`src/rtl/core/kstacc_pkg.sv`:
```
// ----------------------------------------------------------------------------
// kstacc_pkg
// Shared widths, defaults and sequencer codes for the kinetic tensor core.
// ----------------------------------------------------------------------------
package kstacc_pkg;

  localparam int MASS_BITS_DEF     = 16;
  localparam int VELOCITY_BITS_DEF = 18;

  localparam int SUM_W  = 64;  // signed accumulator / off-diagonal width
  localparam int DIAG_W = 63;  // diagonal and energy result width
  localparam int NUM_SLOTS = 6;

  typedef logic [1:0] period_t;
  localparam period_t PERIOD_FULL  = 2'd3;
  localparam period_t PERIOD_TWO   = 2'd2;
  localparam period_t PERIOD_RESET = 2'd3;

  // Sequencer op codes, issued to the shared multiplier in this order.
  typedef logic [3:0] op_t;
  localparam op_t OP_MX  = 4'd0;  // mass * |vx|
  localparam op_t OP_MY  = 4'd1;
  localparam op_t OP_MZ  = 4'd2;
  localparam op_t OP_XX  = 4'd3;  // (mass*|vx|) * |vx|
  localparam op_t OP_YY  = 4'd4;
  localparam op_t OP_ZZ  = 4'd5;
  localparam op_t OP_XY  = 4'd6;
  localparam op_t OP_XZ  = 4'd7;
  localparam op_t OP_YZ  = 4'd8;
  localparam op_t OP_END = 4'd9;  // retire-only step

  typedef logic [2:0] slot_t;
  localparam slot_t SLOT_XX = 3'd0;
  localparam slot_t SLOT_YY = 3'd1;
  localparam slot_t SLOT_ZZ = 3'd2;
  localparam slot_t SLOT_XY = 3'd3;
  localparam slot_t SLOT_XZ = 3'd4;
  localparam slot_t SLOT_YZ = 3'd5;

endpackage

```
`src/rtl/core/kinetic_stress_tensor_accumulate_core.sv`:
```
// ----------------------------------------------------------------------------
// kinetic_stress_tensor_accumulate_core
// Accumulates m*vi*vj per atom and emits the tensor, masked by periodicity, and kinetic energy.
// ----------------------------------------------------------------------------
// One atom request is taken when in_ready is high; the core then runs nine
// multiplies (three mass*|v| partials, six tensor products) through a single
// shared multiplier with a registered product, retiring each tensor product
// into its saturating accumulator in the following cycle. in_ready returns
// once the sequencer has stepped OP_MX..OP_END for an ordinary atom; an atom
// flagged last_atom passes ST_SUM (diagonal sum), then ST_EMIT (energy and
// result load), and waits further only if the previous result is still held
// in the output register. Results appear on the out channel, one per batch.
// ----------------------------------------------------------------------------
module kinetic_stress_tensor_accumulate_core #(
  parameter int MASS_BITS     = kstacc_pkg::MASS_BITS_DEF,
  parameter int VELOCITY_BITS = kstacc_pkg::VELOCITY_BITS_DEF
) (
  input  logic                              clk,
  input  logic                              rst,
  input  logic                              cfg_wr_en,
  input  kstacc_pkg::period_t               cfg_wr_data,
  input  logic                              in_valid,
  output logic                              in_ready,
  input  logic [MASS_BITS-1:0]              atom_mass,
  input  logic signed [VELOCITY_BITS-1:0]   vel_x,
  input  logic signed [VELOCITY_BITS-1:0]   vel_y,
  input  logic signed [VELOCITY_BITS-1:0]   vel_z,
  input  logic                              last_atom,
  output logic                              out_valid,
  input  logic                              out_ready,
  output logic [kstacc_pkg::DIAG_W-1:0]     tensor_xx,
  output logic [kstacc_pkg::DIAG_W-1:0]     tensor_yy,
  output logic [kstacc_pkg::DIAG_W-1:0]     tensor_zz,
  output logic signed [kstacc_pkg::SUM_W-1:0] tensor_xy,
  output logic signed [kstacc_pkg::SUM_W-1:0] tensor_xz,
  output logic signed [kstacc_pkg::SUM_W-1:0] tensor_yz,
  output logic [kstacc_pkg::DIAG_W-1:0]     kinetic_energy
);
  import kstacc_pkg::*;

  localparam int VB = VELOCITY_BITS;
  localparam int AW = MASS_BITS + VELOCITY_BITS;  // mass * |v|
  localparam int PW = AW + VELOCITY_BITS;         // full product

  typedef enum logic [1:0] {ST_IDLE, ST_RUN, ST_SUM, ST_EMIT} state_t;

  state_t          state;
  op_t             cnt;
  period_t         periodicity;

  logic [AW-1:0]   mass;
  logic [VB-1:0]   mag_x, mag_y, mag_z;
  logic            neg_x, neg_y, neg_z;
  logic            last;
  logic [AW-1:0]   mvx, mvy, mvz;
  logic [PW-1:0]   prod;
  logic [SUM_W-1:0] sum_s;

  logic signed [SUM_W-1:0] sums [NUM_SLOTS];

  // multiplier operand select
  logic [AW-1:0]   mul_a;
  logic [VB-1:0]   mul_b;

  always_comb begin
    case (cnt)
      OP_MX: begin mul_a = mass; mul_b = mag_x; end
      OP_MY: begin mul_a = mass; mul_b = mag_y; end
      OP_MZ: begin mul_a = mass; mul_b = mag_z; end
      OP_XX: begin mul_a = mvx;  mul_b = mag_x; end
      OP_YY: begin mul_a = mvy;  mul_b = mag_y; end
      OP_ZZ: begin mul_a = mvz;  mul_b = mag_z; end
      OP_XY: begin mul_a = mvx;  mul_b = mag_y; end
      OP_XZ: begin mul_a = mvx;  mul_b = mag_z; end
      OP_YZ: begin mul_a = mvy;  mul_b = mag_z; end
      default: begin mul_a = '0; mul_b = '0; end
    endcase
  end

  // retire side: product issued last cycle
  op_t   rop;
  op_t   rslot_w;
  slot_t rslot;
  logic  rneg;
  logic  racc_en;

  assign rop     = cnt - 4'd1;
  assign rslot_w = rop - OP_XX;
  assign rslot   = rslot_w[2:0];

  always_comb begin
    case (rslot)
      SLOT_XY: rneg = neg_x ^ neg_y;
      SLOT_XZ: rneg = neg_x ^ neg_z;
      SLOT_YZ: rneg = neg_y ^ neg_z;
      default: rneg = 1'b0;
    endcase
  end

  assign racc_en = (state == ST_RUN) && (cnt > OP_MZ) &&
                   ((rslot < SLOT_XZ) || (periodicity == PERIOD_FULL));

  // saturating accumulate
  logic signed [SUM_W:0]   addend;
  logic signed [SUM_W:0]   acc_sum;
  logic signed [SUM_W-1:0] acc_sat;
  logic signed [SUM_W-1:0] acc_cur;

  assign acc_cur = sums[rslot];
  assign addend  = rneg ? -$signed((SUM_W+1)'(prod)) : $signed((SUM_W+1)'(prod));
  assign acc_sum = {acc_cur[SUM_W-1], acc_cur} + addend;

  always_comb begin
    if (acc_sum[SUM_W] != acc_sum[SUM_W-1]) begin
      acc_sat = acc_sum[SUM_W] ? {1'b1, {(SUM_W-1){1'b0}}} : {1'b0, {(SUM_W-1){1'b1}}};
    end else begin
      acc_sat = acc_sum[SUM_W-1:0];
    end
  end

  // diagonals never go below zero, clamp anyway
  logic [SUM_W-1:0] dx, dy, dz;
  assign dx = sums[SLOT_XX][SUM_W-1] ? '0 : sums[SLOT_XX];
  assign dy = sums[SLOT_YY][SUM_W-1] ? '0 : sums[SLOT_YY];
  assign dz = sums[SLOT_ZZ][SUM_W-1] ? '0 : sums[SLOT_ZZ];

  logic [SUM_W:0]   e_total;
  logic [SUM_W-1:0] e_half;
  logic [DIAG_W-1:0] e_sat;

  assign e_total = {1'b0, sum_s} + {1'b0, dz};
  assign e_half  = e_total[SUM_W:1];
  assign e_sat   = e_half[SUM_W-1] ? '1 : e_half[DIAG_W-1:0];

  logic [VB-1:0] vx_neg, vy_neg, vz_neg;
  assign vx_neg = ~vel_x + 1'b1;
  assign vy_neg = ~vel_y + 1'b1;
  assign vz_neg = ~vel_z + 1'b1;

  logic out_free;
  assign out_free = !out_valid || out_ready;
  assign in_ready = (state == ST_IDLE);

  always_ff @(posedge clk) begin
    if (rst) begin
      state       <= ST_IDLE;
      cnt         <= OP_MX;
      periodicity <= PERIOD_RESET;
      out_valid   <= 1'b0;
      for (int i = 0; i < NUM_SLOTS; i++) sums[i] <= '0;
    end else begin
      if (cfg_wr_en) periodicity <= cfg_wr_data;
      // ST_EMIT reloads the output register itself when it is freed
      if (out_valid && out_ready && (state != ST_EMIT)) out_valid <= 1'b0;

      case (state)
        ST_IDLE: begin
          if (in_valid) begin
            mass  <= AW'(atom_mass);
            neg_x <= vel_x[VB-1];
            neg_y <= vel_y[VB-1];
            neg_z <= vel_z[VB-1];
            mag_x <= vel_x[VB-1] ? vx_neg : vel_x;
            mag_y <= vel_y[VB-1] ? vy_neg : vel_y;
            mag_z <= vel_z[VB-1] ? vz_neg : vel_z;
            last  <= last_atom;
            cnt   <= OP_MX;
            state <= ST_RUN;
          end
        end
        ST_RUN: begin
          prod <= mul_a * mul_b;
          if (cnt != OP_MX) begin
            case (rop)
              OP_MX: mvx <= prod[AW-1:0];
              OP_MY: mvy <= prod[AW-1:0];
              OP_MZ: mvz <= prod[AW-1:0];
              default: begin
                if (racc_en) sums[rslot] <= acc_sat;
              end
            endcase
          end
          if (cnt == OP_END) begin
            state <= last ? ST_SUM : ST_IDLE;
          end else begin
            cnt <= cnt + 4'd1;
          end
        end
        ST_SUM: begin
          sum_s <= dx + dy;
          state <= ST_EMIT;
        end
        ST_EMIT: begin
          if (out_free) begin
            if (periodicity >= PERIOD_TWO) begin
              tensor_xx <= dx[DIAG_W-1:0];
              tensor_yy <= dy[DIAG_W-1:0];
              tensor_zz <= dz[DIAG_W-1:0];
              tensor_xy <= sums[SLOT_XY];
            end else begin
              tensor_xx <= '0;
              tensor_yy <= '0;
              tensor_zz <= '0;
              tensor_xy <= '0;
            end
            if (periodicity == PERIOD_FULL) begin
              tensor_xz <= sums[SLOT_XZ];
              tensor_yz <= sums[SLOT_YZ];
            end else begin
              tensor_xz <= '0;
              tensor_yz <= '0;
            end
            kinetic_energy <= e_sat;
            out_valid      <= 1'b1;
            for (int i = 0; i < NUM_SLOTS; i++) sums[i] <= '0;
            state <= ST_IDLE;
          end
        end
        default: state <= ST_IDLE;
      endcase
    end
  end

endmodule

```
`config.mk`:
```
export PLATFORM = sky130hd
export DESIGN_NAME = kinetic_stress_tensor_accumulate_core
export DESIGN_NICKNAME = d
export VERILOG_FILES = /design/src/rtl/core/kstacc_pkg.sv /design/src/rtl/core/kinetic_stress_tensor_accumulate_core.sv
export SDC_FILE = /design/constraint.sdc
export NUM_CORES = 2
export LEC_CHECK = 0
export ABC_AREA = 1
export BUFFER_PORTS_ARGS = -buffer_cell sky130_fd_sc_hd__buf_2
export CORE_UTILIZATION = 45
export DETAILED_ROUTE_END_ITERATION = 8
export SLEW_MARGIN = 30
export SYNTH_ARGS = -nofsm -noshare
export SYNTH_HDL_FRONTEND = slang
export SYNTH_SLANG_ARGS = --single-unit
```
`constraint.sdc`:
```
create_clock -name clk -period 36.2 [get_ports clk]
set_clock_uncertainty 0.15 [all_clocks]
set_input_delay 1.81 -clock clk [delete_from_list [all_inputs] [get_ports clk]]
set_output_delay 1.81 -clock clk [all_outputs]
set_load 0.02 [all_outputs]
```
# ---- Yosys cells after proc, flatten, opt, wreduce, memory -nomap -nowiden
# Memories as Yosys holds them, arrays and structs flattened. A register that Yosys moved wholly into a read port is not among the register bits.
# Index checks and enable logic that the tools add are counted.
dict set report op_classes {
  mul 1
  bitwise 13
  n_reduce_logical 32
  n_addsub 10
  magnitude_cmp 3
  muxes 44
  n_eq_ne 24
}
# op n
set op_table {}
lappend op_table {{$mux 64} 9}
lappend op_table {{$mux 63} 3}
lappend op_table {{$pmux 34 s4} 1}
lappend op_table {{$add 64x63->65} 1}
lappend op_table {{$add 65x65->65} 1}
lappend op_table {{$mux 65} 1}
lappend op_table {{$neg 52->65} 1}
lappend op_table {{$add 63x63->64} 1}
lappend op_table {{$reduce_or 64->1} 1}
lappend op_table {{$add 18x1->18 const B} 3}
lappend op_table {{$not 18->18} 3}
lappend op_table {{$pmux 18 s3} 1}
lappend op_table {{$mul 34x18->52} 1}
lappend op_table {{$mux 17} 3}
lappend op_table {{$eq 4x3->1 const B} 4}
lappend op_table {{$mux 1} 16}
lappend op_table {{$eq 4x2->1 const B} 3}
lappend op_table {{$reduce_and 3->1} 4}
lappend op_table {{$reduce_and 4->1} 3}
lappend op_table {{$reduce_or 3->1} 4}
lappend op_table {{$eq 4x1->1 const B} 2}
lappend op_table {{$eq 4x4->1 const B} 2}
lappend op_table {{$logic_not 4->1} 2}
lappend op_table {{$mux 2} 4}
lappend op_table {{other kinds (30)} 53}
dict set report word_totals {
  ramBits 384
  input_bits 78
  reg_bits 553
  output_inout_bits 446
  n_memories 1
  word_cells 152
}
# memory words width rd rd_clocked_by_memory_dff write_ports line_no
set mem_list {}
lappend mem_list {sums 6 64 7 3 6 kinetic_stress_tensor_accumulate_core.sv:59} ;# logic signed [SUM_W-1:0] sums [NUM_SLOTS];

# ---- Longest topological paths before layout
dict set report depth {
  depth_word 13
  depth_mapped 37
  depth_no_buf 33
}

# ---- Least setup slack after synthesis
# OpenSTA, ideal clock, no wires.
dict set report synth_path {
  kind {input-to-reg}
  startpoint {in rst}
  endpoint {reg kinetic_energy[0] (netlist bit) (enable)}
  setup_slack_ns 2.518
  stages 2
  arrival_ns 31.735
  setup_time_ns 1.797
  path_buffers 1
  required_time_ns 34.253
  cell_sequence {buf_2 > nor3_1}
}
dict set report synth_via {
  elab_chain_len 2
}
# item line_no
set synth_lines {}
lappend synth_lines {{from (decl)} kinetic_stress_tensor_accumulate_core.sv:19} ;# input logic rst,
lappend synth_lines {{$not 1->1 (no line)} --}
lappend synth_lines {{$reduce_and 3->1 (no line)} --}
lappend synth_lines {{to (signal assigned)} kinetic_stress_tensor_accumulate_core.sv:213} ;# kinetic_energy <= e_sat;
lappend synth_lines {{to (decl)} kinetic_stress_tensor_accumulate_core.sv:37} ;# output logic [kstacc_pkg::DIAG_W-1:0] kinetic_energy
# No other way between the ends.
# A chain may end at the register's enable or synchronous reset.

# ---- Final worst setup path
dict set report layout_path {
  startpoint {reg cnt[0]}
  endpoint {reg prod[42] (data pin)}
}
dict set report layout_via {
  elab_chain_len 4
  elab_cells_between_ends 18
  cone_classes {1 x mul; 8 x eq/ne; 2 x mux; 7 x reduce/logical}
}
# item line_no
set layout_lines {}
lappend layout_lines {{from (decl)} kinetic_stress_tensor_accumulate_core.sv:48} ;# op_t cnt;
lappend layout_lines {{from (signal assigned)} kinetic_stress_tensor_accumulate_core.sv:186} ;# cnt <= cnt + 4'd1;
lappend layout_lines {{$eq 4x4->1, or another cell as far along} kinetic_stress_tensor_accumulate_core.sv:66} ;# case (cnt)
lappend layout_lines {{$reduce_or 4->1 (no line), or another cell as far along} --}
lappend layout_lines {{$pmux 18 s3 / $pmux 34 s4 (equally long branches)} kinetic_stress_tensor_accumulate_core.sv:66}
lappend layout_lines {{$mul 34x18->52 (*)} kinetic_stress_tensor_accumulate_core.sv:172} ;# prod <= mul_a * mul_b;
lappend layout_lines {{to (signal assigned)} kinetic_stress_tensor_accumulate_core.sv:172}
lappend layout_lines {{to (decl)} kinetic_stress_tensor_accumulate_core.sv:56} ;# logic [PW-1:0] prod;
# Every way passes the cells marked *; elsewhere a longest branch is shown, timed or not.

==> results.toml <==
[run_status]
status = "complete, no violations"

[setup_path]
regToRegStartpoint = "cnt[0]"
crit_end = "prod[42]"
r2r_setup_slack_ns = 26.49
cp-end-kind = "flop"
ff2ff_path_depth = 28
r2r_end = "prod[42]"
crit_arrival_ns = 10.18
startpoint = "cnt[0]"
critPathMaxFanout = 34
critPathKind = "reg2reg"
required_ns = 36.67
max_stage_delay_ns = 0.75
crit_top_cell = "inv_1"
cpMaxStageDelayCell = "nand3_1"
startpoint_type = "flop"

[synthesis]
synthFlopType = "edfxtp_1"
ys_ff_latch = 1257
synth.avg_cell_area_um2 = 8.80
syn_area_mm2 = 0.0868
synth_cells = 9863
synth_fp_nets = 10800
yosysUniqueCellTypes = 57
async_flop_share_pct = 0
yosys_warnings = 0
synth_edf_count = 1248
synth_seq_area_share_pct = 43.4

[power_and_ir_drop]
vdd_drop_max_v = 0.000186
power.leakage_nw = 44.4
cellPowerDensity_mw_per_mm2 = 95.5
total_power_w = 0.00923

[global_route]
grt_pass1_vias = 71000
grt_max_degree = 122
antenna_found_initial = 10
grt_pass1_wl_mm = 495
grt.overflow.total = 0
grt_usage_pct = 35.4

[drt]
drtIter0Drc = 8926
wire_per_inst_um = 26.8
ant_nets = 0
viasPerCell = 5.60
wl_mm = 347
drc_errors = 0
dr.pass1.iters = 7
vias = 72500

[placement]
placed_cell_area_mm2 = 0.0919
place_congestion = 1.02
place_worst_setup_slack_ns = 26.64
portBuffers = 523
hpwl_mm = 274

[finish]
ff_latch_area_mm2 = 0.0377
multi_input_area_mm2 = 0.0400
design_area_mm2 = 0.0967
final_core_util_pct = 50.7
layout_common_cells = "2111 x nand2_1, 2035 x inv_1, 1248 x edfxtp_1"
fillers = 18200
nNetsFinal = 11200
drive_gt1_share_pct = 9.36
final_common_cell = "nand2_1"
area_delta_synth_final_pct = 11.4

[timing]
setup_tns_ns = 0
final-setup-viol-count = 0
finalCritPeriodShare_pct = 26.8
max_freq_mhz = 103
slew-limit-headroom_pct = 18.3
hold_viol_final = 0
setup_slack_ns = 26.49
final-max-slew-violation-count = 0
fin_crit_ns = 9.71
worst_slew_pin_slew_ns = 1.23
rsz0062_at_grt = "false"

[clocking]
clkLatencyLatePin_ns = 0.83
cts_setup_buffers = 0
cts_buffers = 143
clk_pin_slew_ns = 0.06
cts_tree = "yes"
cts_htree_levels = 4
cts_hold_buffers = 0
clk_path_buf_depth = 3
cts-root-buf = "clkbuf_16"
ctsResizeCount = 0
clock-sinks = 1257

[floorplanning]
placementRows = 160
die_x_um = 441
die_area_mm2 = 0.195
fp.coreArea_mm2 = 0.191
io_pins = 524
die_h_um = 441
start_util_pct = 45.5

[job]
drv_cap = 0

[hold_path]
hp-class = "reg2reg"
report_power, final:
| group | total [W] | switching (W) | internal [W] | leakage (nW) |
|---|---|---|---|---|
| Clock | 0.00148 | 0.000634 | 0.000846 | 2.26 |
| Combinational | 0.00579 | 0.00421 | 0.00158 | 30.2 |
| Sequential | 0.00197 | 0.0000706 | 0.00189 | 11.9 |
| Total | 0.00923 | 0.00492 | 0.00432 | 44.4 |
worst min-delay path by stage:
stage	depth (start not counted)	endpoint	startpoint	slack, ns
5_1_grt	2	periodicity[0]	periodicity[0]	0.39
3_3_place_gp	2	periodicity[0]	periodicity[0]	0.33
6_report	2	periodicity[0]	periodicity[0]	0.36
3_5_place_dp	2	flop	last	0.36
2_1_floorplan	2	periodicity[0]	periodicity[0]	0.28
4_1_cts	2	periodicity[0]	periodicity[0]	0.38
cell usage after synthesis, types with 6 or more instances:
cell / n / area share, %
edfxtp_1: 1248 / 43
inv_1: 2035 / 8.8
o21a_1: 14 / 0.12
o21ai_0: 223 / 1.3
nand2_2: 10 / 0.072
a21oi_4: 8 / 0.15
xnor2_1: 76 / 0.77
nor4_1: 34 / 0.25
nand3b_1: 13 / 0.11
nand3_1: 264 / 1.5
o22ai_1: 132 / 0.95
nor3_1: 255 / 1.5
nor2_1: 974 / 4.2
o2111ai_1: 26 / 0.26
buf_4: 6 / 0.052
dfxtp_1: 9 / 0.21
clkbuf_1: 214 / 0.93
buf_2: 69 / 0.40
nand4_1: 85 / 0.61
nand2_1: 2125 / 9.2
buf_1: 13 / 0.056
or2_2: 36 / 0.26
a21oi_1: 648 / 3.7
o211ai_1: 17 / 0.15
a221oi_1: 36 / 0.36
o21bai_1: 49 / 0.42
ha_1: 326 / 4.7
buf_6: 38 / 0.49
xor2_1: 183 / 1.8
a21boi_0: 9 / 0.078
a22oi_1: 23 / 0.20
fa_1: 515 / 12
a21oi_2: 17 / 0.17
a31oi_1: 42 / 0.30
a21o_1: 37 / 0.32
critical path, delay by kind of cell (launching register included):
family	cells	cell delay (ns)
AO/OA/AOI/OAI	1	0.37
XOR/XNOR	1	0.25
adder cells (fa/ha/maj)	8	3.73
buffers and inverters	8	0.90
flip-flops	1	0.64
AND/OR/NAND/NOR	10	3.42
sequential cells by signal (all words and copies together) (netlist names), 2 cells and up, named ones only:
| name | cells |
|---|---|
| cnt | 4 |
| kinetic_energy | 63 |
| mag_x | 18 |
| mag_y | 18 |
| mag_z | 18 |
| mass | 16 |
| mvx | 34 |
| mvy | 34 |
| mvz | 34 |
| periodicity | 2 |
| prod | 52 |
| sum_s | 64 |
| sums | 512 |
| tensor_xx | 63 |
| tensor_xy | 64 |
| tensor_xz | 64 |
| tensor_yy | 63 |
| tensor_yz | 64 |
| tensor_zz | 63 |
kinds of logic (layout without fill, tap and decap cells):
logic type,after synthesis,count (layout),synth area share (%)
AO/OA/AOI/OAI,1301,1301,8.68
XOR/XNOR,259,259,2.61
adder cells (fa/ha/maj),841,841,16.6
buffers and inverters,2383,2940,10.8
flip-flops,1257,1257,43.4
other,0,1,0
AND/OR/NAND/NOR,3822,3822,18.0
per-stage QoR:
stage | instances | hold slack (ns)
floorplan | 9863 | 0.280
global placement | 12700 | 0.333
detailed placement | 12700 | 0.365
CTS | 12900 | 0.376
global route | 12900 | 0.392
finish | 12900 | 0.363
cell type report:
cell class	instances	area share, %
Antenna cell	1	0.00259
Clock buffer	178	4.01
Clock inverter	82	0.857
Inverter	2043	7.95
Multi-Input combinational cell	6223	41.4
Sequential cell	1257	39.0
Tap cell	2511	3.25
Timing Repair Buffer	637	3.63
routing by layer:
layer / vias to the layer above / part of all wire (%) / GRT usage [%] / routed length [um]
met1: 35900 / 42 / 49.6 / 145000
met5: - / 0.025 / 0 / 88
li1: 32500 / - / - / -
met3: 542 / 8.9 / 5.99 / 31000
met2: 3531 / 44 / 54.0 / 153000
met4: 12 / 5.0 / 15.6 / 17400
Note: power is estimated with default switching activity, not from simulation.
